$ cat src/hdl/apr_pkg.sv
// apr_pkg: shared constants, register and item codes, and stage structs
// of the argb to planar resampler
// no dependencies
package apr_pkg;

  // frame and plane limits
  localparam int unsigned MAX_SRC_WIDTH  = 256;
  localparam int unsigned MAX_SRC_HEIGHT = 256;
  localparam int unsigned MAX_DST_DIM    = 1024;
  localparam int unsigned FRAME_DEPTH    = MAX_SRC_WIDTH * MAX_SRC_HEIGHT;
  localparam int unsigned ADDR_W         = $clog2(FRAME_DEPTH);
  localparam int unsigned SX_W           = $clog2(MAX_SRC_WIDTH);
  localparam int unsigned SY_W           = $clog2(MAX_SRC_HEIGHT);

  // arithmetic widths
  localparam int unsigned POS_W   = 34;          // col * ratio, Q18.16
  localparam int unsigned COORD_W = POS_W - 15;  // integer part plus neighbor step
  localparam int unsigned WGT_W   = 33;          // product of two Q16 weights
  localparam int unsigned PROD_W  = WGT_W + 8;
  localparam int unsigned ACC_W   = 40;
  localparam int unsigned QUO_W   = 24;          // accumulator over 2^16
  localparam int unsigned OFF_W   = 22;

  localparam logic [ACC_W-1:0] ROUND_BIAS = ACC_W'(255 * (2 ** 15));
  localparam logic [16:0]      RECIP_255  = 17'd65793;   // 2^24 / 255 truncated
  localparam logic [QUO_W-1:0] DIV_BY     = QUO_W'(255);
  localparam logic [16:0]      ONE_Q16    = 17'h10000;
  localparam logic [17:0]      SAT_MAX    = 18'h0FFFF;

  localparam logic [8:0]  SRC_W_MAX   = 9'(MAX_SRC_WIDTH);
  localparam logic [8:0]  SRC_H_MAX   = 9'(MAX_SRC_HEIGHT);
  localparam logic [10:0] DST_DIM_MAX = 11'(MAX_DST_DIM);

  // item codes
  localparam logic       OP_STORE  = 1'b0;
  localparam logic       OP_SAMPLE = 1'b1;
  localparam logic [1:0] CH_PLANE0 = 2'd0;
  localparam logic [1:0] CH_PLANE1 = 2'd1;
  localparam logic [1:0] CH_PLANE2 = 2'd2;
  localparam logic [1:0] CH_NONE   = 2'd3;
  localparam logic [1:0] BEAT_LAST = 2'd3;
  localparam logic       MODE_BILINEAR = 1'b1;

  // register indexes
  localparam logic [2:0] REG_SRC_WIDTH    = 3'd0;
  localparam logic [2:0] REG_SRC_HEIGHT   = 3'd1;
  localparam logic [2:0] REG_DST_WIDTH    = 3'd2;
  localparam logic [2:0] REG_DST_HEIGHT   = 3'd3;
  localparam logic [2:0] REG_WIDTH_RATIO  = 3'd4;
  localparam logic [2:0] REG_HEIGHT_RATIO = 3'd5;
  localparam logic [2:0] REG_INTERP_MODE  = 3'd6;

  // clamped configuration
  typedef struct packed {
    logic [8:0]  src_w;
    logic [8:0]  src_h;
    logic [10:0] dst_w;
    logic [10:0] dst_h;
    logic [23:0] w_ratio;
    logic [23:0] h_ratio;
    logic        bilinear;
  } cfg_t;

  // one frame access: a store or one neighbor read of a sample
  typedef struct packed {
    logic              vld;
    logic              store;
    logic              first;
    logic              last;
    logic              in_frame;
    logic [SX_W-1:0]   nx;
    logic [SY_W-1:0]   ny;
    logic [WGT_W-1:0]  weight;
    logic [1:0]        channel;
    logic [OFF_W-1:0]  offset;
    logic [ADDR_W-1:0] index;
    logic [31:0]       pixel;
  } mreq_t;

  // one neighbor read returned from the frame
  typedef struct packed {
    logic             vld;
    logic             first;
    logic             last;
    logic             in_frame;
    logic [WGT_W-1:0] weight;
    logic [1:0]       channel;
    logic [OFF_W-1:0] offset;
    logic [31:0]      rdata;
  } mrsp_t;

endpackage

$ cat src/hdl/apr_cfg_regs.sv
// apr_cfg_regs: configuration registers with clamping to the frame limits
// depends on apr_pkg
module apr_cfg_regs (
  input  logic                clk_i,
  input  logic                rst_ni,
  input  logic                cfg_valid_i,
  output logic                cfg_ready_o,
  input  logic [2:0]          cfg_index_i,
  input  logic [23:0]         cfg_data_i,
  output apr_pkg::cfg_t       cfg_o
);
  import apr_pkg::*;

  logic [8:0]  src_width_q, src_height_q;
  logic [10:0] dst_width_q, dst_height_q;
  logic [23:0] width_ratio_q, height_ratio_q;
  logic        interp_q;

  assign cfg_ready_o = 1'b1;

  // register writes, unknown index ignored
  always_ff @(posedge clk_i or negedge rst_ni) begin
    if (!rst_ni) begin
      src_width_q    <= 9'd256;
      src_height_q   <= 9'd256;
      dst_width_q    <= 11'd256;
      dst_height_q   <= 11'd256;
      width_ratio_q  <= 24'd65536;
      height_ratio_q <= 24'd65536;
      interp_q       <= 1'b0;
    end else if (cfg_valid_i) begin
      unique case (cfg_index_i)
        REG_SRC_WIDTH:    src_width_q    <= cfg_data_i[8:0];
        REG_SRC_HEIGHT:   src_height_q   <= cfg_data_i[8:0];
        REG_DST_WIDTH:    dst_width_q    <= cfg_data_i[10:0];
        REG_DST_HEIGHT:   dst_height_q   <= cfg_data_i[10:0];
        REG_WIDTH_RATIO:  width_ratio_q  <= cfg_data_i;
        REG_HEIGHT_RATIO: height_ratio_q <= cfg_data_i;
        REG_INTERP_MODE:  interp_q       <= cfg_data_i[0];
        default: ;
      endcase
    end
  end

  // clamp dimensions to the limits
  always_comb begin
    cfg_o.src_w    = (src_width_q > SRC_W_MAX) ? SRC_W_MAX : src_width_q;
    cfg_o.src_h    = (src_height_q > SRC_H_MAX) ? SRC_H_MAX : src_height_q;
    cfg_o.dst_w    = (dst_width_q > DST_DIM_MAX) ? DST_DIM_MAX : dst_width_q;
    cfg_o.dst_h    = (dst_height_q > DST_DIM_MAX) ? DST_DIM_MAX : dst_height_q;
    cfg_o.w_ratio  = width_ratio_q;
    cfg_o.h_ratio  = height_ratio_q;
    cfg_o.bilinear = (interp_q == MODE_BILINEAR);
  end

endmodule

$ cat config.mk
export PLATFORM = sky130hd
export DESIGN_NAME = apr_cfg_regs
export DESIGN_NICKNAME = d
export VERILOG_FILES = /design/src/hdl/apr_pkg.sv /design/src/hdl/apr_cfg_regs.sv
export SDC_FILE = /design/constraint.sdc
export NUM_CORES = 1
export LEC_CHECK = 0
export CORE_UTILIZATION = 55
export CTS_CLUSTER_DIAMETER = 80
export DETAILED_ROUTE_END_ITERATION = 7
export DONT_BUFFER_PORTS = 1
export GPL_TIMING_DRIVEN = 1
export PLACE_DENSITY = 0.73
export SYNTH_ARGS = -nofsm -noshare
export SYNTH_HDL_FRONTEND = slang
export SYNTH_SLANG_ARGS = --single-unit
$ cat constraint.sdc
create_clock -name clk_i -period 0.85 [get_ports clk_i]
set_input_delay 0.17 -clock clk_i [delete_from_list [all_inputs] [get_ports clk_i]]
set_output_delay 0.17 -clock clk_i [all_outputs]
set_load 0.01 [all_outputs]
## Word level (Yosys, flattened, before mapping)

Cells that the tools add are included.

- Register bits: 89
- Output and inout bits: 90

- $lt $le $gt $ge: 4
- Eq/ne operators: 6
- Muxes and demuxes: 4
- Reductions and logical operators: 8

Operators with widths:

| operator | number |
|---|---|
| $gt 11x11->1 const B | 2 |
| $mux 11 | 2 |
| $gt 9x9->1 const B | 2 |
| $mux 9 | 2 |
| $reduce_and 2->1 | 7 |
| $eq 3x3->1 const B | 3 |
| $eq 3x2->1 const B | 2 |
| $eq 3x1->1 const B | 1 |
| $logic_not 3->1 | 1 |

## Longest topological paths before layout

- Depth after elaboration: 2
- Gate-level depth with buffers: 4
- Depth with buffers taken out: 2

## Least setup slack after synthesis

OpenSTA, ideal clock, no wires.

- Path type: input-to-reg
- Start: in cfg_index_i[1]
- End: reg src_width_q[0]
- Arrival time: 1.033 ns
- Path slack: -0.308 ns
- Stages on the path: 2
- Path buffers: 0
- Path through: nor4b_4 mux2_2

- Longest elaborated chain between the ends: 2

Ends and longest elaborated chain:

| what | line | text |
|---|---|---|
| start: declaration | apr_cfg_regs.sv:8 | `input logic [2:0] cfg_index_i,` |
| $logic_not 3->1 | apr_cfg_regs.sv:32 | `unique case (cfg_index_i)` |
| $reduce_and 2->1 (no source line) | -- |  |
| end signal: assignment | apr_cfg_regs.sv:33 | `REG_SRC_WIDTH: src_width_q <= cfg_data_i[8:0];` |
| end: declaration | apr_cfg_regs.sv:14 | `logic [8:0] src_width_q, src_height_q;` |

Every way passes these cells.
A chain may end at the register's enable or synchronous reset.

==> flow_summary.toml <==
[clock_network]
cts_buffers = 9
cts_root_buffer = "clkbuf_8"
cts-hold-fix-buffers = 24
cts_max_level = 3
clock_path_buffers = 2
cts_sinks = 89
cts_tree = "yes"
clock_insertion_delay_worst_skew_ns = 0.36
clk_pin_slew_worst_paths_ns = 0.09

[run_status]
violations = "DRC, hold timing, setup timing"
status = "finished, violations left"

[yosys]
yosysTopAreaCellShare_pct = 55.4
synth_cell_types = 17
synthCells = 238
synth.avg_cell_area_um2 = 15.7
ys_ff_latch = 89
synth.cell_area_um2 = 3750
yosysSeqAreaShare_pct = 59.7
async_reset_ff_share_pct = 100
yosysWarnings = 0
synth_top_cells_by_area = "dfrtp_1 (55%), mux2_2 (21%), mux2_4 (8.0%), nor2b_1 (6.0%), dfstp_2 (4.2%)"
post-synth-top-count-cell = "dfrtp_1"
synth_common_cells = "dfrtp_1 (83), mux2_2 (69), nor2b_1 (36)"
synth_top_area_cell = "dfrtp_1"
synth_fp_nets = 268
ys.flop_type = "dfrtp_1"
synth_edf_count = 0

[routing]
drtIter0Drc = 94
routed-via-count = 2335
drc = 9
routed_wl_mm = 9.50
via_per_inst = 5.49
ant_nets = 0
drt_first_pass_iters = 7
wl_per_cell_um = 22.4

[die]
fp.dieH_um = 84.5
num_rows = 29
core_region_area_um2 = 6460
io_pins = 120
start_util_pct = 58.0
dieArea_um2 = 7150
die_w_um = 84.5

[worst_setup_path]
endpoint_kind = "output port"
crit_chain = "buf_6, buf_6, buf_6"
slowest_stage = "dfrtp_1"
cp.arrival_ns = 1.15
rrSetupSlack_ns = -0.15
r2r-start = "dst_width_q[10]"
cp.buffers_inverters = 3
crit_family = "flip-flops"
reg2regPathDepth = 2
crit_path_max_incr_delay_ns = 0.42
crit_type = "reg2out"
cp-start-kind = "register"
r2r-end = "dst_width_q[10]"
critPathMaxFanout = 4
crit_top_cell = "buf_6"
crit_required_ns = 0.68

[global_route]
grt_max_degree = 90
first_global_vias = 2500
overflow = 0
grt_antenna_before_repair = 0
grt_pass1_wl_mm = 13.8
grt_usage_pct = 26.1

[cells_and_area]
diodes = 0
nets = 373
area_growth_pct = 48.1
fin_util_pct = 85.9
drive_above_1_share_pct = 67.5

[sta]
fmax_ghz = 0.760
rsz0062_at_grt = "true"
min_period_over_period_pct = 155
layout_min_cycle_time_ns = 1.32
hold_violations = 89
slew_viol_final = 0
setup_viol = 112
hold_slack_ns = -0.496
final.setup_skew_ns = 0
postLayoutSetupSlackWorst_ns = -0.465

[power]
p_leak_nw = 2.64
p_total_mw = 14.0
p_per_area_nw_per_um2 = 2530
ir_drop_mv = 1.44

[placement]
hpwl_mm = 5.02
pre_cts_slack_ns = -0.324
portBuffers = 0
gp_congestion = 0.697

[worst_hold_path]
min_path_type = "in2async"

[run]
cap_violations = 0
## routing by layer
metal  share of wire (%)  wire length (um)  up-vias  global-route usage, %
met5                   0                 0        -                      0
met4                 2.0               194        0                   9.71
met3                 6.4               613       18                   8.36
met2                  51              4890       87                   41.6
met1                  40              3810     1208                   33.6
li1                    -                 -     1022                      -
## worst max-delay path by stage
stage,from,endpoint,slack (ns),cells after the start
after floorplan,cfg_index_i[1],src_width_q[0],-0.31,2
after global placement,cfg_index_i[0],width_ratio_q[7],-0.29,3
after detailed placement,cfg_index_i[0],width_ratio_q[7],-0.32,3
after CTS,dst_height_q[10],cfg_o[51],-0.47,2
after global routing,src_width_q[8],cfg_o[87],-0.52,2
final,dst_height_q[10],cfg_o[59],-0.47,3
## per-stage QoR
stage / TNS (ns) / cell area, um2 / hold WS (ns) / cells
floorplan: -15.28 / 4000 / -0.126 / 238
global placement: -19.16 / 4510 / -0.123 / 363
finish: -28.86 / 5550 / -0.496 / 425
detailed placement: -20.00 / 4510 / -0.124 / 363
global route: -32.97 / 5550 / -0.532 / 425
CTS: -28.86 / 5400 / -0.513 / 419
## area by class of cell
class	instances	area, um2
flip-flops and latches	89	2230
multi-input cells	133	1720
repair buffers	110	1250
fillers	290	912
clock buffers	12	165
well taps	77	96.3
clock inverters	4	73.8
## flip-flops by register name, summed over array words and instances, names as in the netlist
| signal | count |
|---|---|
| dst_width_q | 11 |
| src_height_q | 9 |
| dst_height_q | 11 |
| height_ratio_q | 24 |
| interp_q | 1 |
| width_ratio_q | 24 |
| src_width_q | 9 |
## cell usage in the layout (no fill, tap or decap)
cell type	n
dfrtp_1	83
nor2b_1	3
nand4b_4	1
buf_4	11
buf_8	1
nor4b_4	1
dfstp_2	6
nor4bb_4	1
dlygate4sd3_1	16
nand4b_1	2
mux2_2	41
buf_6	67
mux2_4	48
conb_1	1
clkinv_4	1
and4bb_2	2
nor2b_4	23
clkinv_2	1
dlymetal6s4s_1	8
bufinv_16	2
clkbuf_8	12
nor2b_2	10
buf_12	7
## logic make-up after synthesis
group	Yosys count	synth area share, %
mux	89	28.8
flops	89	59.7
simple gates	43	8.45
buf+inv	16	3.04
other cells	1	0.100
## repair_timing
action                     CTS  global route
resized for setup           80            31
buffers inserted            16            13
setup endpoints to repair   93           128
hold endpoints to repair   178            89
## power by group
part	leakage (nW)	switching (mW)	internal (mW)	total, mW
Combinational	1.46	1.66	3.00	4.67
Clock	0.123	1.51	1.90	3.41
Sequential	1.06	0.746	5.22	5.96
Total	2.64	3.92	10.1	14.0
Power figures use the tool's default switching activity.
