## config.mk

```make
export PLATFORM = sky130hd
export DESIGN_NAME = apr_accum_norm
export DESIGN_NICKNAME = d
export VERILOG_FILES = /design/src/hdl/apr_pkg.sv /design/src/hdl/apr_accum_norm.sv
export SDC_FILE = /design/constraint.sdc
export NUM_CORES = 1
export LEC_CHECK = 0
export BUFFER_PORTS_ARGS = -buffer_cell sky130_fd_sc_hd__buf_2
export CAP_MARGIN = 10
export CORE_ASPECT_RATIO = 1.25
export CORE_MARGIN = 3
export CORE_UTILIZATION = 55
export CTS_CLUSTER_DIAMETER = 100
export DETAILED_ROUTE_END_ITERATION = 8
export PLACE_DENSITY = 0.78
export SLEW_MARGIN = 10
export SYNTH_ARGS = -nofsm -noshare
export SYNTH_HDL_FRONTEND = slang
export SYNTH_SLANG_ARGS = --single-unit
export TNS_END_PERCENT = 100
```

## constraint.sdc

```tcl
create_clock -name clk_i -period 5 [get_ports clk_i]
set_clock_uncertainty 0.2 [all_clocks]
set_input_delay 0.75 -clock clk_i [delete_from_list [all_inputs] [get_ports clk_i]]
set_output_delay 0.75 -clock clk_i [all_outputs]
set_load 0.005 [all_outputs]
```

## src/hdl/apr_pkg.sv

```systemverilog
// apr_pkg: shared constants, register and item codes, and stage structs
// of the argb to planar resampler
// no dependencies
package apr_pkg;

  // frame and plane limits
  localparam int unsigned MAX_SRC_WIDTH  = 256;
  localparam int unsigned MAX_SRC_HEIGHT = 256;
  localparam int unsigned MAX_DST_DIM    = 1024;
  localparam int unsigned FRAME_DEPTH    = MAX_SRC_WIDTH * MAX_SRC_HEIGHT;
  localparam int unsigned ADDR_W         = $clog2(FRAME_DEPTH);
  localparam int unsigned SX_W           = $clog2(MAX_SRC_WIDTH);
  localparam int unsigned SY_W           = $clog2(MAX_SRC_HEIGHT);

  // arithmetic widths
  localparam int unsigned POS_W   = 34;          // col * ratio, Q18.16
  localparam int unsigned COORD_W = POS_W - 15;  // integer part plus neighbor step
  localparam int unsigned WGT_W   = 33;          // product of two Q16 weights
  localparam int unsigned PROD_W  = WGT_W + 8;
  localparam int unsigned ACC_W   = 40;
  localparam int unsigned QUO_W   = 24;          // accumulator over 2^16
  localparam int unsigned OFF_W   = 22;

  localparam logic [ACC_W-1:0] ROUND_BIAS = ACC_W'(255 * (2 ** 15));
  localparam logic [16:0]      RECIP_255  = 17'd65793;   // 2^24 / 255 truncated
  localparam logic [QUO_W-1:0] DIV_BY     = QUO_W'(255);
  localparam logic [16:0]      ONE_Q16    = 17'h10000;
  localparam logic [17:0]      SAT_MAX    = 18'h0FFFF;

  localparam logic [8:0]  SRC_W_MAX   = 9'(MAX_SRC_WIDTH);
  localparam logic [8:0]  SRC_H_MAX   = 9'(MAX_SRC_HEIGHT);
  localparam logic [10:0] DST_DIM_MAX = 11'(MAX_DST_DIM);

  // item codes
  localparam logic       OP_STORE  = 1'b0;
  localparam logic       OP_SAMPLE = 1'b1;
  localparam logic [1:0] CH_PLANE0 = 2'd0;
  localparam logic [1:0] CH_PLANE1 = 2'd1;
  localparam logic [1:0] CH_PLANE2 = 2'd2;
  localparam logic [1:0] CH_NONE   = 2'd3;
  localparam logic [1:0] BEAT_LAST = 2'd3;
  localparam logic       MODE_BILINEAR = 1'b1;

  // register indexes
  localparam logic [2:0] REG_SRC_WIDTH    = 3'd0;
  localparam logic [2:0] REG_SRC_HEIGHT   = 3'd1;
  localparam logic [2:0] REG_DST_WIDTH    = 3'd2;
  localparam logic [2:0] REG_DST_HEIGHT   = 3'd3;
  localparam logic [2:0] REG_WIDTH_RATIO  = 3'd4;
  localparam logic [2:0] REG_HEIGHT_RATIO = 3'd5;
  localparam logic [2:0] REG_INTERP_MODE  = 3'd6;

  // clamped configuration
  typedef struct packed {
    logic [8:0]  src_w;
    logic [8:0]  src_h;
    logic [10:0] dst_w;
    logic [10:0] dst_h;
    logic [23:0] w_ratio;
    logic [23:0] h_ratio;
    logic        bilinear;
  } cfg_t;

  // one frame access: a store or one neighbor read of a sample
  typedef struct packed {
    logic              vld;
    logic              store;
    logic              first;
    logic              last;
    logic              in_frame;
    logic [SX_W-1:0]   nx;
    logic [SY_W-1:0]   ny;
    logic [WGT_W-1:0]  weight;
    logic [1:0]        channel;
    logic [OFF_W-1:0]  offset;
    logic [ADDR_W-1:0] index;
    logic [31:0]       pixel;
  } mreq_t;

  // one neighbor read returned from the frame
  typedef struct packed {
    logic             vld;
    logic             first;
    logic             last;
    logic             in_frame;
    logic [WGT_W-1:0] weight;
    logic [1:0]       channel;
    logic [OFF_W-1:0] offset;
    logic [31:0]      rdata;
  } mrsp_t;

endpackage

```

## src/hdl/apr_accum_norm.sv

```systemverilog
// apr_accum_norm: byte select, weighted accumulation over the neighbor
// beats and rounding division by 255 * 2^16 with saturation
// depends on apr_pkg
module apr_accum_norm (
  input  logic             clk_i,
  input  logic             rst_ni,
  input  apr_pkg::mrsp_t   mrsp_i,
  output logic             valid_o,
  output logic [15:0]      sample_value_o,
  output logic [21:0]      dst_offset_o
);
  import apr_pkg::*;

  logic [7:0]        byte_sel, pix;

  logic              p_vld_q, p_first_q, p_last_q;
  logic [PROD_W-1:0] prod_q;
  logic [OFF_W-1:0]  p_off_q;

  logic [ACC_W-1:0]  acc_q;
  logic              fin_q;
  logic [OFF_W-1:0]  a_off_q;

  logic [QUO_W-1:0]  t_q;
  logic [16:0]       q0_q;
  logic              n_vld_q;
  logic [OFF_W-1:0]  n_off_q;
  logic [QUO_W+16:0] recip_prod;

  logic [QUO_W:0]    q0x255;
  logic [QUO_W-1:0]  rem;
  logic [17:0]       quo;

  logic              out_vld_q;
  logic [15:0]       out_val_q;
  logic [OFF_W-1:0]  out_off_q;

  // channel picks source byte two minus channel, outside neighbors read zero
  always_comb begin
    case (mrsp_i.channel)
      CH_PLANE0: byte_sel = mrsp_i.rdata[23:16];
      CH_PLANE1: byte_sel = mrsp_i.rdata[15:8];
      default:   byte_sel = mrsp_i.rdata[7:0];
    endcase
    pix = mrsp_i.in_frame ? byte_sel : 8'd0;
  end

  // weighted neighbor
  always_ff @(posedge clk_i or negedge rst_ni) begin
    if (!rst_ni) begin
      p_vld_q <= 1'b0;
    end else begin
      p_vld_q <= mrsp_i.vld;
    end
  end

  always_ff @(posedge clk_i) begin
    p_first_q <= mrsp_i.first;
    p_last_q  <= mrsp_i.last;
    prod_q    <= PROD_W'(mrsp_i.weight) * PROD_W'(pix);
    p_off_q   <= mrsp_i.offset;
  end

  // accumulate, seeded with the rounding bias on the first beat
  always_ff @(posedge clk_i or negedge rst_ni) begin
    if (!rst_ni) begin
      fin_q <= 1'b0;
    end else begin
      fin_q <= p_vld_q & p_last_q;
    end
  end

  always_ff @(posedge clk_i) begin
    if (p_vld_q) begin
      acc_q <= ACC_W'((p_first_q ? ROUND_BIAS : acc_q) + ACC_W'(prod_q));
    end
    a_off_q <= p_off_q;
  end

  // quotient estimate by reciprocal, low by at most one
  assign recip_prod = (QUO_W + 17)'(acc_q[ACC_W-1:16]) * (QUO_W + 17)'(RECIP_255);

  always_ff @(posedge clk_i or negedge rst_ni) begin
    if (!rst_ni) begin
      n_vld_q <= 1'b0;
    end else begin
      n_vld_q <= fin_q;
    end
  end

  always_ff @(posedge clk_i) begin
    t_q     <= acc_q[ACC_W-1:16];
    q0_q    <= recip_prod[QUO_W+16:QUO_W];
    n_off_q <= a_off_q;
  end

  // correction step and saturation
  always_comb begin
    q0x255 = {q0_q, 8'd0} - (QUO_W + 1)'(q0_q);
    rem    = QUO_W'((QUO_W + 1)'(t_q) - q0x255);
    quo    = 18'(q0_q) + 18'(rem >= DIV_BY);
  end

  always_ff @(posedge clk_i or negedge rst_ni) begin
    if (!rst_ni) begin
      out_vld_q <= 1'b0;
    end else begin
      out_vld_q <= n_vld_q;
    end
  end

  always_ff @(posedge clk_i) begin
    out_val_q <= (quo > SAT_MAX) ? 16'hFFFF : quo[15:0];
    out_off_q <= n_off_q;
  end

  assign valid_o        = out_vld_q;
  assign sample_value_o = out_val_q;
  assign dst_offset_o   = out_off_q;

endmodule

```

### Word-level counts from Yosys, hierarchy flattened

Cells that the tools add are included.

| cells by class | value |
|---|---|
| $add $sub $neg | 4 |
| equal/unequal tests | 1 |
| reduce and logical (&&, ||, !) cells | 1 |
| shift operators | 0 |
| mux-type cells | 3 |
| bitwise logic cells | 1 |
| div/mod/pow operators | 0 |
| $lt $le $gt $ge | 2 |
| multipliers | 2 |

Operators with widths:

| kind | number |
|---|---|
| $mul A24 B17 Y41 const B | 1 |
| $add A40 B40 Y40 | 1 |
| $mul A33 B8 Y40 | 1 |
| $mux W40 | 1 |
| $ge A24 B8 Y1 const B | 1 |
| $sub A24 B17 Y24 | 1 |
| $sub A24 B24 Y24 | 1 |
| $add A17 B1 Y18 | 1 |
| $gt A18 B16 Y1 const B | 1 |
| $pmux W8 S2 | 1 |
| $mux W8 | 1 |
| $eq A2 B1 Y1 const B | 1 |
| $logic_not A2 Y1 | 1 |
| $and A1 B1 Y1 | 1 |

| word-level totals | value |
|---|---|
| word-level logic and storage cells | 29 |
| ROM bits | 0 |
| latch bits | 0 |
| flip-flop bits (word level) | 231 |
| RAM bits | 0 |
| memories | 0 |

### Logic depth before layout (Yosys ltp)

| depth | value |
|---|---|
| depth after elaboration | 5 |
| gate-level depth with buffers | 24 |
| gate-level depth less buffers | 22 |

### Worst setup path before layout

OpenSTA, ideal clock, no wires.

| path | value |
|---|---|
| path kind | input port to flip-flop |
| start | in mrsp_i[54] in the netlist's numbering |
| end | reg prod_q[37] |
| library setup time | 136 ps |
| data arrival time | 6317 ps |
| path buffers | 3 |
| data required time | 4664 ps |
| stages on the path | 22 |
| slack | -1653 ps |
| path through | clkbuf_1 > mux2i_1 > o21ai_0 > and2_1 > clkbuf_1 > clkbuf_1 > nand2_1 > fa_1 > inv_1 > fa_1 > fa_1 > fa_1 > ha_1 > a211oi_1 > nor2_1 > o41ai_1 > o21ai_0 > o31ai_1 > a21oi_1 > a221oi_2 > mux2i_1 > o2111ai_1 |

| on the way | value |
|---|---|
| longest elaborated chain between the ends | 4 |
| elaborated cells on any way between the ends | 5 |

RTL lines:

| item | RTL line | source |
|---|---|---|
| start, declared | apr_accum_norm.sv:7 | `input apr_pkg::mrsp_t mrsp_i,` |
| $eq A2 B1 Y1 or $logic_not A2 Y1 (tied branches) | apr_accum_norm.sv:40 | `case (mrsp_i.channel)` |
| $pmux W8 S2 * | apr_accum_norm.sv:40 |  |
| $mux W8 * | apr_accum_norm.sv:45 | `pix = mrsp_i.in_frame ? byte_sel : 8'd0;` |
| $mul A33 B8 Y40 * | apr_accum_norm.sv:60 | `prod_q <= PROD_W'(mrsp_i.weight) * PROD_W'(pix);` |
| end signal, assigned | apr_accum_norm.sv:60 |  |
| end, declared | apr_accum_norm.sv:17 | `logic [PROD_W-1:0] prod_q;` |

Mark *: on every way between the ends. The rest lies on a longest branch, timed or not.
A chain may end at the register's enable or synchronous reset.

### Worst setup path after layout

Same ends and word-level chain as after synthesis.

==> run summary <==
Synth async-reset ratio: 1.732%
residual overflow from global routing: 0
cts bufs inserted: 21
Worst Tran Pin Value: 0.8764 ns
syn_area_per_cell: 9.295 µm²
chip width: 175.9 µm
largest cells by area after synthesis: fa_1 20%, dfxtp_1 19%, ha_1 14%
final worst-path cycle share: 112.6%
post-synth top area cell: fa_1
largest net degree at the start of global routing: 58
Synth Instances: 2135
status: finished, violations left
IO buf count: 125
wirelength, routed: 49.43 mm
First DRT Iteration DRCs: 722
crit path kind: in2reg
setup ws final: -0.6319 ns
Clock Pin Slew Worst Setup and Hold Paths: 0.06 ns
Fmax: 177.6 MHz
min cycle time layout: 5.632 ns
Die Area: 38410 µm²
setup violators final: 18
crit start category: input port
Mapped Nets: 2656
die outline height: 218.4 µm
Final ANT Viol Nets: 0
RSZ-0062 raised after global routing: true
mapped cell area: 19850 µm²
Netlist cell types: 77
GR Layer Usage met1: 28.41%
CP Capture Type: register
root buf cell: clkbuf_16
antenna violations before repair: 0
fillers: 2654
grt met2 use: 47.05%
row count: 77
Max Slew Vio Count: 0
P_leak: 0.01242 µW
final hold viol count: 0
YS warnings: 0
top cell type's share of synthesized area: 20.28%
Core Area: 35450 µm²
GP Congestion: 0.9266
crit path DAT: 5.80 ns
Rel. slew slack: 41.49%
vias per cell: 5.524
Worst Path Required: 5.16 ns
violated checks: negative setup slack
GR peak layer: met2
CTS tree: built
vias in the first global route: 16840
DRT Pass-1 Iters: 5
pwr/cell area: 716.4 nW/µm²
latest clock arrival within the worst-skew pair: 0.51 ns
gr usage total: 24.94%
H-tree depth: 1
final core occ: 68.94%
Starting Density: 55.97%
sequential fraction of the synthesis area: 25.42%
routed vias: 16360
dpl hpwl: 38.13 mm
Crit Path Max Fanout: 8
clk buf depth: 3
area added between synthesis and finish: 23.16%
I/O Pins: 134
GR Util met3: 2.172%
synthesized flop and latch total: 231
pre-CTS WS: -1.367 ns
fin nets: 2992
Hold WC Path Type: reg2reg
DR WL/cell: 16.69 µm
share of layout cells above drive strength 1: 23.21%
Sink Count: 231
Post-synth EDFFs: 40
max cap viols: 0
DR DRC count: 0
Most used DFF post-synth: dfxtp_1
peak supply drop: 471.4 µV
first-pass GRT wire length: 79.12 mm
==> state kept, by name (all words and copies together) (netlist names) <==
name,flops
q0_q,17
a_off_q,22
acc_q,40
p_last_q,1
valid_o,1
p_off_q,22
fin_q,1
p_first_q,1
n_off_q,22
dst_offset_o,22
prod_q,40
p_vld_q,1
n_vld_q,1
t_q,24
sample_value_o,16
==> layer usage <==
| metal | share of wire, % | vias up |
|---|---|---|
| met3 | 4.6 | 141 |
| met4 | 4.5 | 0 |
| met5 | 0 | - |
| li1 | - | 7799 |
| met1 | 39 | 7879 |
| met2 | 52 | 539 |
==> timing repair <==
item / in CTS / in global routing
resized for setup: 90 / 91
pin swaps: 56 / 45
endpoints found under the setup margin: 41 / 42
hold buffers: 1 / 0
hold endpoints to repair: 4 / 0
gates cloned: 4 / 0
setup buffers: 31 / 13
==> synthesized netlist by cell type (all sizes together) (14+ instances only) <==
library cell  count
a21o             44
a21oi            87
and2             20
and3            127
clkbuf           68
dfxtp           187
edfxtp           40
fa              201
ha              225
inv             298
nand2           245
nand2b           14
nand3            27
nand4            19
nor2             80
nor2b            44
nor3             23
o21a             19
o21ai            78
o21bai           18
xnor2            77
xor2             35
==> critical path, stage by stage <==
cell       delay (ns)
buf_12           0.12
mux2i_1          0.11
o21ai_1          0.19
and2_4           0.21
buf_8            0.13
buf_4            0.14
nand2_1          0.08
fa_1             0.51
inv_1            0.05
fa_1             0.55
fa_1             0.45
fa_1             0.55
ha_4             0.23
a21oi_1          0.19
nor2b_1          0.07
o21ai_0          0.18
nand2b_1         0.12
o31ai_2          0.33
a21oi_2          0.12
a221oi_2         0.30
mux2i_1          0.24
o2111ai_1        0.15
==> stage by stage <==
stage          power, µW  instances  TNS [ns]  cell area, µm²  hold slack, ns
2_1_floorplan      11460       2135    -10.93           20090          0.1096
3_3_place_gp       14350       2876    -21.65           22600          0.1098
3_5_place_dp       14770       2876    -25.71           22600          0.1121
4_1_cts            16700       2948    -4.273           23900          0.1244
5_1_grt            19090       2960    -9.778           24440          0.1200
6_report           17510       2961    -6.263           24440          0.1249
==> area by class of cell <==
| type | count | area (µm²) | share of cell area, % |
|---|---|---|---|
| well taps | 474 | 593.1 | 2.427 |
| clock inverters | 11 | 106.4 | 0.4351 |
| clock buffers | 27 | 589.3 | 2.411 |
| repair buffers | 382 | 2690 | 11.01 |
| multi-input cells | 1537 | 14290 | 58.47 |
| diodes | 1 | 2.502 | 0.01024 |
| flip-flops and latches | 231 | 5050 | 20.66 |
| inverters | 298 | 1119 | 4.577 |
==> layout by cell type, fill, tap and decap left out, types with 9 or more instances in the layout <==
cell type and count:
inv_1 291, buf_4 233, nand2_1 232, ha_1 199
fa_1 189, dfxtp_1 183, and3_1 123, buf_2 123
nor2_1 75, xnor2_1 75, a21oi_1 69, o21ai_0 43
a21o_1 43, nor2b_1 42, edfxtp_1 40, xor2_1 35
nand3_1 24, ha_4 23, clkbuf_16 22, o21ai_1 20
buf_6 20, o21a_1 19, nand4_1 19, nor3_1 18
o21bai_1 16, and2_1 15, a21oi_2 15, nand2b_1 14
o21ai_2 13, nand2_2 12, fa_2 12, mux2i_1 11
or2_2 10, o211ai_1 10, a31oi_1 9
==> cells by family after synthesis <==
kind of cell    share of synthesized area (%)
buf+inv                                 6.967
compound gates                          11.62
mux                                    0.6557
flops                                   25.42
simple gates                            15.93
fa+ha+maj                               34.46
xor+xnor                                4.943
==> final timing paths <==
kind,startpoint,end,slack (ns),cells after the start
hold / removal,a_off_q[19],n_off_q[19],0.12,0
hold reg to reg,a_off_q[19],n_off_q[19],0.12,0
max in group asynchronous,rst_ni,fin_q,4.09,2
min in group asynchronous,rst_ni,n_vld_q,0.39,2
setup reg to reg,q0_q[10],sample_value_o[12],0.08,23
setup / recovery,mrsp_i[54],prod_q[37],-0.63,22
==> where the power goes <==
group | internal (µW) | total, µW | leakage [µW] | switching, µW
Clock | 900 | 1600 | 0.000338 | 695
Sequential | 2680 | 3060 | 0.00202 | 378
Combinational | 5830 | 12900 | 0.0101 | 7020
Total | 9420 | 17500 | 0.0124 | 8090
(Power assumes the default switching activity.)
