==> src/hdl/apr_pkg.sv <==
// apr_pkg: shared constants, register and item codes, and stage structs
// of the argb to planar resampler
// no dependencies
package apr_pkg;

  // frame and plane limits
  localparam int unsigned MAX_SRC_WIDTH  = 256;
  localparam int unsigned MAX_SRC_HEIGHT = 256;
  localparam int unsigned MAX_DST_DIM    = 1024;
  localparam int unsigned FRAME_DEPTH    = MAX_SRC_WIDTH * MAX_SRC_HEIGHT;
  localparam int unsigned ADDR_W         = $clog2(FRAME_DEPTH);
  localparam int unsigned SX_W           = $clog2(MAX_SRC_WIDTH);
  localparam int unsigned SY_W           = $clog2(MAX_SRC_HEIGHT);

  // arithmetic widths
  localparam int unsigned POS_W   = 34;          // col * ratio, Q18.16
  localparam int unsigned COORD_W = POS_W - 15;  // integer part plus neighbor step
  localparam int unsigned WGT_W   = 33;          // product of two Q16 weights
  localparam int unsigned PROD_W  = WGT_W + 8;
  localparam int unsigned ACC_W   = 40;
  localparam int unsigned QUO_W   = 24;          // accumulator over 2^16
  localparam int unsigned OFF_W   = 22;

  localparam logic [ACC_W-1:0] ROUND_BIAS = ACC_W'(255 * (2 ** 15));
  localparam logic [16:0]      RECIP_255  = 17'd65793;   // 2^24 / 255 truncated
  localparam logic [QUO_W-1:0] DIV_BY     = QUO_W'(255);
  localparam logic [16:0]      ONE_Q16    = 17'h10000;
  localparam logic [17:0]      SAT_MAX    = 18'h0FFFF;

  localparam logic [8:0]  SRC_W_MAX   = 9'(MAX_SRC_WIDTH);
  localparam logic [8:0]  SRC_H_MAX   = 9'(MAX_SRC_HEIGHT);
  localparam logic [10:0] DST_DIM_MAX = 11'(MAX_DST_DIM);

  // item codes
  localparam logic       OP_STORE  = 1'b0;
  localparam logic       OP_SAMPLE = 1'b1;
  localparam logic [1:0] CH_PLANE0 = 2'd0;
  localparam logic [1:0] CH_PLANE1 = 2'd1;
  localparam logic [1:0] CH_PLANE2 = 2'd2;
  localparam logic [1:0] CH_NONE   = 2'd3;
  localparam logic [1:0] BEAT_LAST = 2'd3;
  localparam logic       MODE_BILINEAR = 1'b1;

  // register indexes
  localparam logic [2:0] REG_SRC_WIDTH    = 3'd0;
  localparam logic [2:0] REG_SRC_HEIGHT   = 3'd1;
  localparam logic [2:0] REG_DST_WIDTH    = 3'd2;
  localparam logic [2:0] REG_DST_HEIGHT   = 3'd3;
  localparam logic [2:0] REG_WIDTH_RATIO  = 3'd4;
  localparam logic [2:0] REG_HEIGHT_RATIO = 3'd5;
  localparam logic [2:0] REG_INTERP_MODE  = 3'd6;

  // clamped configuration
  typedef struct packed {
    logic [8:0]  src_w;
    logic [8:0]  src_h;
    logic [10:0] dst_w;
    logic [10:0] dst_h;
    logic [23:0] w_ratio;
    logic [23:0] h_ratio;
    logic        bilinear;
  } cfg_t;

  // one frame access: a store or one neighbor read of a sample
  typedef struct packed {
    logic              vld;
    logic              store;
    logic              first;
    logic              last;
    logic              in_frame;
    logic [SX_W-1:0]   nx;
    logic [SY_W-1:0]   ny;
    logic [WGT_W-1:0]  weight;
    logic [1:0]        channel;
    logic [OFF_W-1:0]  offset;
    logic [ADDR_W-1:0] index;
    logic [31:0]       pixel;
  } mreq_t;

  // one neighbor read returned from the frame
  typedef struct packed {
    logic             vld;
    logic             first;
    logic             last;
    logic             in_frame;
    logic [WGT_W-1:0] weight;
    logic [1:0]       channel;
    logic [OFF_W-1:0] offset;
    logic [31:0]      rdata;
  } mrsp_t;

endpackage

==> src/hdl/apr_addr_gen.sv <==
// apr_addr_gen: item intake, neighbor beat sequencer, source position,
// bilinear weights and planar offset; feeds one frame access per cycle
// depends on apr_pkg
module apr_addr_gen (
  input  logic          clk_i,
  input  logic          rst_ni,
  input  logic          start,
  output logic          busy,
  input  logic          op_i,
  input  logic [15:0]   load_index_i,
  input  logic [31:0]   pixel_i,
  input  logic [9:0]    dst_col_i,
  input  logic [9:0]    dst_row_i,
  input  logic [1:0]    channel_i,
  input  apr_pkg::cfg_t cfg_i,
  output apr_pkg::mreq_t mreq_o
);
  import apr_pkg::*;

  logic        accept;

  // beat stage
  logic        s0_vld_q;
  logic [1:0]  beat_q;
  logic        s0_bil_q, s0_store_q;
  logic [9:0]  s0_col_q, s0_row_q;
  logic [1:0]  s0_ch_q;
  logic [15:0] s0_index_q;
  logic [31:0] s0_pixel_q;

  // position stage
  logic             s1_vld_q;
  logic [POS_W-1:0] s1_sx_q, s1_sy_q;
  logic [21:0]      s1_plane_q;
  logic [20:0]      s1_rowoff_q;
  logic             s1_store_q, s1_first_q, s1_last_q, s1_bx_q, s1_by_q, s1_bil_q;
  logic [1:0]       s1_ch_q;
  logic [9:0]       s1_col_q;
  logic [15:0]      s1_index_q;
  logic [31:0]      s1_pixel_q;

  // neighbor stage signals
  logic [15:0]        dx, dy;
  logic [16:0]        wx, wy;
  logic [COORD_W-1:0] nx, ny;
  logic               in_frame;
  logic [22:0]        plane_sel;
  logic [OFF_W-1:0]   offset;
  mreq_t              mreq_q;

  // a bilinear sample holds the intake until the last of its four neighbor beats
  assign busy   = s0_vld_q & s0_bil_q & (beat_q != BEAT_LAST);
  assign accept = start & ~busy;

  always_ff @(posedge clk_i or negedge rst_ni) begin
    if (!rst_ni) begin
      s0_vld_q <= 1'b0;
      beat_q   <= '0;
    end else if (accept) begin
      s0_vld_q <= (op_i == OP_STORE) || (channel_i != CH_NONE);
      beat_q   <= '0;
    end else if (busy) begin
      beat_q <= beat_q + 2'd1;
    end else begin
      s0_vld_q <= 1'b0;
    end
  end

  // item capture
  always_ff @(posedge clk_i) begin
    if (accept) begin
      s0_store_q <= (op_i == OP_STORE);
      s0_bil_q   <= (op_i == OP_SAMPLE) && cfg_i.bilinear;
      s0_col_q   <= dst_col_i;
      s0_row_q   <= dst_row_i;
      s0_ch_q    <= channel_i;
      s0_index_q <= load_index_i;
      s0_pixel_q <= pixel_i;
    end
  end

  // source position and plane products
  always_ff @(posedge clk_i or negedge rst_ni) begin
    if (!rst_ni) begin
      s1_vld_q <= 1'b0;
    end else begin
      s1_vld_q <= s0_vld_q;
    end
  end

  always_ff @(posedge clk_i) begin
    s1_sx_q     <= POS_W'(s0_col_q) * POS_W'(cfg_i.w_ratio);
    s1_sy_q     <= POS_W'(s0_row_q) * POS_W'(cfg_i.h_ratio);
    s1_plane_q  <= 22'(cfg_i.dst_w) * 22'(cfg_i.dst_h);
    s1_rowoff_q <= 21'(s0_row_q) * 21'(cfg_i.dst_w);
    s1_store_q  <= s0_store_q;
    s1_first_q  <= (beat_q == '0);
    s1_last_q   <= ~s0_bil_q | (beat_q == BEAT_LAST);
    s1_bx_q     <= beat_q[1];
    s1_by_q     <= beat_q[0];
    s1_bil_q    <= s0_bil_q;
    s1_ch_q     <= s0_ch_q;
    s1_col_q    <= s0_col_q;
    s1_index_q  <= s0_index_q;
    s1_pixel_q  <= s0_pixel_q;
  end

  // neighbor coordinates, nearest mode drops the fraction
  always_comb begin
    dx       = s1_bil_q ? s1_sx_q[15:0] : 16'd0;
    dy       = s1_bil_q ? s1_sy_q[15:0] : 16'd0;
    wx       = s1_bx_q ? {1'b0, dx} : ONE_Q16 - {1'b0, dx};
    wy       = s1_by_q ? {1'b0, dy} : ONE_Q16 - {1'b0, dy};
    nx       = COORD_W'(s1_sx_q[POS_W-1:16]) + COORD_W'(s1_bx_q);
    ny       = COORD_W'(s1_sy_q[POS_W-1:16]) + COORD_W'(s1_by_q);
    in_frame = (nx < COORD_W'(cfg_i.src_w)) && (ny < COORD_W'(cfg_i.src_h));
  end

  // planar offset, wraps at the port width
  always_comb begin
    case (s1_ch_q)
      CH_PLANE1: plane_sel = 23'(s1_plane_q);
      CH_PLANE2: plane_sel = {s1_plane_q, 1'b0};
      default:   plane_sel = '0;
    endcase
    offset = OFF_W'(plane_sel + 23'(s1_rowoff_q) + 23'(s1_col_q));
  end

  // frame access register
  always_ff @(posedge clk_i or negedge rst_ni) begin
    if (!rst_ni) begin
      mreq_q <= '0;
    end else begin
      mreq_q.vld      <= s1_vld_q;
      mreq_q.store    <= s1_store_q;
      mreq_q.first    <= s1_first_q;
      mreq_q.last     <= s1_last_q;
      mreq_q.in_frame <= in_frame;
      mreq_q.nx       <= nx[SX_W-1:0];
      mreq_q.ny       <= ny[SY_W-1:0];
      mreq_q.weight   <= WGT_W'(34'(wx) * 34'(wy));
      mreq_q.channel  <= s1_ch_q;
      mreq_q.offset   <= offset;
      mreq_q.index    <= ADDR_W'(s1_index_q);
      mreq_q.pixel    <= s1_pixel_q;
    end
  end

  assign mreq_o = mreq_q;

endmodule

==> config.mk <==
export PLATFORM = sky130hd
export DESIGN_NAME = apr_addr_gen
export DESIGN_NICKNAME = d
export VERILOG_FILES = /design/src/hdl/apr_pkg.sv /design/src/hdl/apr_addr_gen.sv
export SDC_FILE = /design/constraint.sdc
export NUM_CORES = 2
export LEC_CHECK = 0
export ABC_AREA = 1
export BUFFER_PORTS_ARGS = -buffer_cell sky130_fd_sc_hd__buf_2
export CELL_PAD_IN_SITES_DETAIL_PLACEMENT = 1
export CELL_PAD_IN_SITES_GLOBAL_PLACEMENT = 2
export CORE_AREA = 8 8 342 344
export CTS_CLUSTER_SIZE = 14
export DETAILED_ROUTE_END_ITERATION = 8
export DIE_AREA = 0 0 350 352
export PLACE_DENSITY_LB_ADDON = 0.3
export SYNTH_ARGS = -nofsm -noshare
export SYNTH_HDL_FRONTEND = slang
export SYNTH_SLANG_ARGS = --single-unit
==> constraint.sdc <==
create_clock -name clk_i -period 17.6 [get_ports clk_i]
set_input_delay 2.64 -clock clk_i [delete_from_list [all_inputs] [get_ports clk_i]]
set_output_delay 2.64 -clock clk_i [all_outputs]
set_load 0.03 [all_outputs]
Word level (Yosys, flattened, before mapping)
Index checks and enable logic that the tools add are counted.
- input bits: 163
- bits in registers: 379
- output and inout bits: 127
- word-level logic and storage cells: 77
- reductions and logical operators: 5
- bitwise gates (word level): 7
- equal/unequal tests: 6
- $mul: 5
- mux-type cells: 9
- $lt $le $gt $ge: 2
- $add $sub $neg: 7
- operators by type and width (operator ; count):
    multiplier 10 x 24 -> 34 bit ; 2
    one-hot mux 22 bit (2 select lines) ; 1
    adder 18 x 1 -> 19 bit ; 2
    less-than comparator 19 x 9 -> 1 bit ; 2
    2-to-1 mux 17 bit ; 2
    subtractor 17 x 16 -> 17 bit, first input constant ; 2
    multiplier 17 x 17 -> 33 bit ; 1
    2-to-1 mux 16 bit ; 2
    adder 22 x 10 -> 22 bit ; 1
    adder 22 x 21 -> 22 bit ; 1
    multiplier 11 x 11 -> 22 bit ; 1
    multiplier 10 x 11 -> 21 bit ; 1
    == test 2 bit, second input constant ; 2
    2-to-1 mux 2 bit ; 2
    inequality test 2 bit, second input constant ; 2
    bitwise AND 1 bit ; 3
    inverter 1 bit ; 3
    adder 2 x 1 -> 2 bit, second input constant ; 1
    == test 2 x 1 -> 1 bit, second input constant ; 1
    logical AND 1 bit ; 2
    zero test 2 bit ; 1
    2-to-1 mux 1 bit ; 2
    inequality test 2 x 1 -> 1 bit, second input constant ; 1
    nonzero test 2 bit ; 1
    2 further kinds ; 2

Longest topological paths before layout
- depth in word-level cells: 5
- depth in mapped cells: 37
- gate-level depth less buffers: 36

Worst setup path after synthesis
Ideal clock, no wire load.
- kind: input-to-reg
- from: input port cfg_i[43] (netlist bit)
- to: register s1_sx_q[24]
- stages: 17
- path slack: 10622 ps
- path buffers: 1
- arrival time: 6851 ps
- required time: 17473 ps
- library setup time: 127 ps
- cells stage by stage: clkbuf_1 -> nand2_1 -> fa_1 -> inv_1 -> fa_1 -> inv_1 -> fa_1 -> inv_1 -> fa_1 -> fa_1 -> ha_1 -> a21oi_1 -> a21boi_0 -> o21bai_1 -> a21oi_1 -> o21ai_0 -> xor2_1
- longest elaborated chain between the ends: 1
- ends and longest elaborated chain (item ; line ; source):
    start, declared ; apr_addr_gen.sv:15 ; input apr_pkg::cfg_t cfg_i,
    multiplier 10 x 24 -> 34 bit ; apr_addr_gen.sv:92 ; s1_sx_q <= POS_W'(s0_col_q) * POS_W'(cfg_i.w_ratio);
    end signal, assigned ; apr_addr_gen.sv:92 ;
    end, declared ; apr_addr_gen.sv:33 ; logic [POS_W-1:0] s1_sx_q, s1_sy_q;
Every way passes these cells.
A chain may end at the register's enable or synchronous reset.

Worst setup path after layout
- from: register s1_bil_q
- to: register mreq_q (netlist bit mreq_o[104])
- longest elaborated chain between the ends: 4
- elaborated cells between the ends (all ways): 7
- classes of those cells: 2 x add/sub; 1 x mul; 4 x mux
- ends and longest elaborated chain (item ; line ; source):
    start, declared ; apr_addr_gen.sv:36 ; logic s1_store_q, s1_first_q, s1_last_q, s1_bx_q, s1_by_q, s1_bil_q;
    start signal, assigned ; apr_addr_gen.sv:101 ; s1_bil_q <= s0_bil_q;
    2-to-1 mux 16 bit (on tied branches) ; apr_addr_gen.sv:110, apr_addr_gen.sv:111 ;
    subtractor 17 x 16 -> 17 bit (on tied branches) ; apr_addr_gen.sv:112, apr_addr_gen.sv:113 ;
    2-to-1 mux 17 bit (on tied branches) ; apr_addr_gen.sv:112, apr_addr_gen.sv:113 ;
    multiplier 17 x 17 -> 33 bit * ; apr_addr_gen.sv:141 ; mreq_q.weight <= WGT_W'(34'(wx) * 34'(wy));
    end, declared ; apr_addr_gen.sv:49 ; mreq_t mreq_q;
Every way passes the cells marked *; elsewhere a longest branch is shown, timed or not.

==> results.md <==
- EDFF count, synth: 72
- Max_slew headroom: approximately a quarter
- Clock buffer depth: 3
- Area delta synth->final: 9.26%
- Congestion Overflow GR: 0
- Post-Syn Nets: 6935
- Share of cells above drive strength 1: 7.39%
- Final #Nets: 7116
- Die Y: 352 um
- Worst Setup SP: s1_bil_q
- Stages on the worst setup path: 28
- Buffers added on ports: 289
- GR Util All Layers: 23.3%
- Gpl congestion: 0.888
- Synth warnings: 0
- CTS tree: yes
- R2R Path End: mreq_o[104]
- R2R depth: 28
- Buf/Inv on CP: 7
- Avg Inst Size Synth: 8.24 sq um
- Initial Util: 41.5%
- Final worst clock skew: approximately 0.027 ns
- First-pass GRT wire length: approximately 230000 um
- Final setup violation count: 0
- Setup TNS Final: 0 ns
- CTS root buffer: clkbuf_16
- CTS clk-pin slew, worst paths: 0.07 ns
- Worst-path maximum fanout: 38
- Vias per inst: around 5.0
- Unrepaired setup endpoints after global routing: false
- Hold WC Path Type: flip-flop to flip-flop
- R2R Setup Slk: 9.90 ns
- Worst hold margin: ~0.33 ns
- H-tree levels: 2
- Fmax: 130 MHz
- FF-to-FF Start: s1_bil_q
- DRT Pass-1 Iters: 5
- Die X: 350 um
- Final-report max-slew violation count: 0
- Top_reg_cell synth: dfxtp_1
- Setup Fix Bufs, Post-CTS: 0
- Hold Buf Count CTS: 0
- Yosys top cell by area: fa_1
- Number of global-route vias before repair: 41766
- Drt total wl: 142000 um
- Async SR Flop Fraction: between 30% and 40%
- Fin. Hold Viols: 0
- CP max-delay cell: xor2_2
- Vias: 36396
- Syn Inst Count: 5625
- DP HPWL: 117000 um
- Post-DRT Antenna Nets: 0
- CP required: around 18 ns
- CP arrival: around 8 ns
- CP Launch Type: flip-flop
- Post_cts resized: 0
- FF+latch count, synth: 379
- Min Tclk post-route: between 7 and 8 ns
- WL/cell: 19.3 um
- Clk Latency, worst-skew pair: 0.61 ns
- DRC errors left: 0
- Status: finished clean
- # rows: 123
- Seq/Total Area, Yosys: between 15 and 20%
- Critical path class: flip-flop to flip-flop
- Die ar.: 123000 sq um
- Cell family with most CP delay: adder cells
- IO Pins: a little under 300
- DR iter-0 viols: around 1700
- Top-area cell type share of the netlist area: 31.6%
- Clock Sinks: 379
- Top cells by area, synth: fa_1 (32%), nand2_1 (12%), ha_1 (11%)
- Core Area: about 110000 sq um
- Final worst path period share: 43.8%
- Least-Margin Pin Slew: 1.10 ns
- End of the critical path: mreq_o[104]
- Largest net degree at the start of global routing: 75
- Yosys cell types: 49
- Max Cap Viol: 0
- Inserted Clock Buffers: 44
- Initial antenna violation count: 6
- Crit-path max cell delay: 0.84 ns
- Worst setup EP type: flip-flop
- Netlist area before placement: 46300 sq um
-- worst reg2reg max path: cells and delay by family, from the launching register on --
kind,cells,cell delay [ns]
buf+inv,7,0.63
fa+ha+maj,8,3.66
xor+xnor,1,0.84
simple gates,10,1.58
compound gates,2,0.56
flops,1,0.30
-- layout by cell type (no fill, tap or decap), types with 130 or more instances in the layout --
cell     synthesis  routed
nand3_1        139     139
nand2_1       1505    1505
nor2_1         271     270
ha_1           415     415
buf_2           15     288
fa_1           732     732
inv_1         1325    1325
a21oi_1        195     195
dfxtp_1        177     177
dfrtp_1        130     130
-- per-stage QoR --
| stage | area (sq um) | setup WS, ns | utilization, % | cells |
|---|---|---|---|---|
| 6_report | 50600 | 9.90 | 45.4 | 7345 |
| 5_1_grt | 50600 | 9.44 | 45.4 | 7342 |
| 4_1_cts | 50600 | 9.88 | 45.4 | 7342 |
| 3_5_place_dp | 49100 | 9.93 | 44.0 | 7260 |
| 3_3_place_gp | 49100 | 10.05 | 44.0 | 7260 |
| 2_1_floorplan | 46300 | 10.62 | - | 5625 |
-- registers in the layout, summed over array words and instances (netlist names), 2 cells and up --
signal,cells
s0_pixel_q,32
s1_ch_q,2
s1_col_q,10
mreq_o,126
s1_index_q,16
s1_sx_q,34
s1_rowoff_q,21
s1_pixel_q,32
beat_q,2
s0_col_q,10
s0_ch_q,2
s1_plane_q,22
s0_index_q,16
s0_row_q,10
s1_sy_q,34
-- worst min path at each step --
stage,startpoint,to,cells after the start
CTS,s1_last_q,mreq_o[122],0
floorplan,s1_pixel_q[0],mreq_o[0],0
global placement,s1_pixel_q[11],mreq_o[11],0
global route,s1_index_q[1],mreq_o[33],0
finish,s1_index_q[10],mreq_o[42],0
detailed placement,s1_pixel_q[9],mreq_o[9],0
-- cells in the mapped netlist, types with 12 or more instances --
cell type  count
nand3_1      139
o21bai_1      35
xor2_1       113
a21oi_1      195
nand2_2       12
edfxtp_1      72
fa_1         732
dfxtp_1      177
clkbuf_1     141
a21o_1        22
inv_1       1325
xnor2_1       44
nor2_1       271
dfrtp_1      130
nor3_1        34
buf_1         18
o21ai_0       94
ha_1         415
a31oi_1       18
buf_2         15
nand2_1     1505
nand4_1       41
-- logic make-up (layout without fill, tap and decap cells) --
family | count (synthesis) | count (layout) | synth area share, %
simple gates | 2028 | 2028 | 17.4
compound gates | 392 | 392 | 4.74
other cells | 0 | 3 | 0
buf+inv | 1516 | 1733 | 12.5
flops | 379 | 379 | 19.3
xor+xnor | 163 | 163 | 3.23
fa+ha+maj | 1147 | 1147 | 42.8
-- final cells by class --
| class | instances | area (sq um) |
|---|---|---|
| diodes | 3 | 7.51 |
| clock buffers | 59 | 1280 |
| clock inverters | 23 | 196 |
| inverters | 1330 | 4990 |
| flip-flops and latches | 379 | 8960 |
| repair buffers | 321 | 1690 |
| well taps | 1500 | 1880 |
| fillers | 13465 | 61000 |
| multi-input cells | 3730 | 31600 |
-- layer usage --
layer | vias up | track usage, % | routed length, um
li1 | 17007 | - | -
met1 | 18522 | 30.6 | 63800
met2 | 690 | 40.9 | 68800
met3 | 171 | 2.83 | 5870
met4 | 6 | 5.60 | 3360
met5 | - | 0 | 34
Power is not shown: default switching activity piles up to over one toggle a cycle in this logic, so the estimate is an artifact.
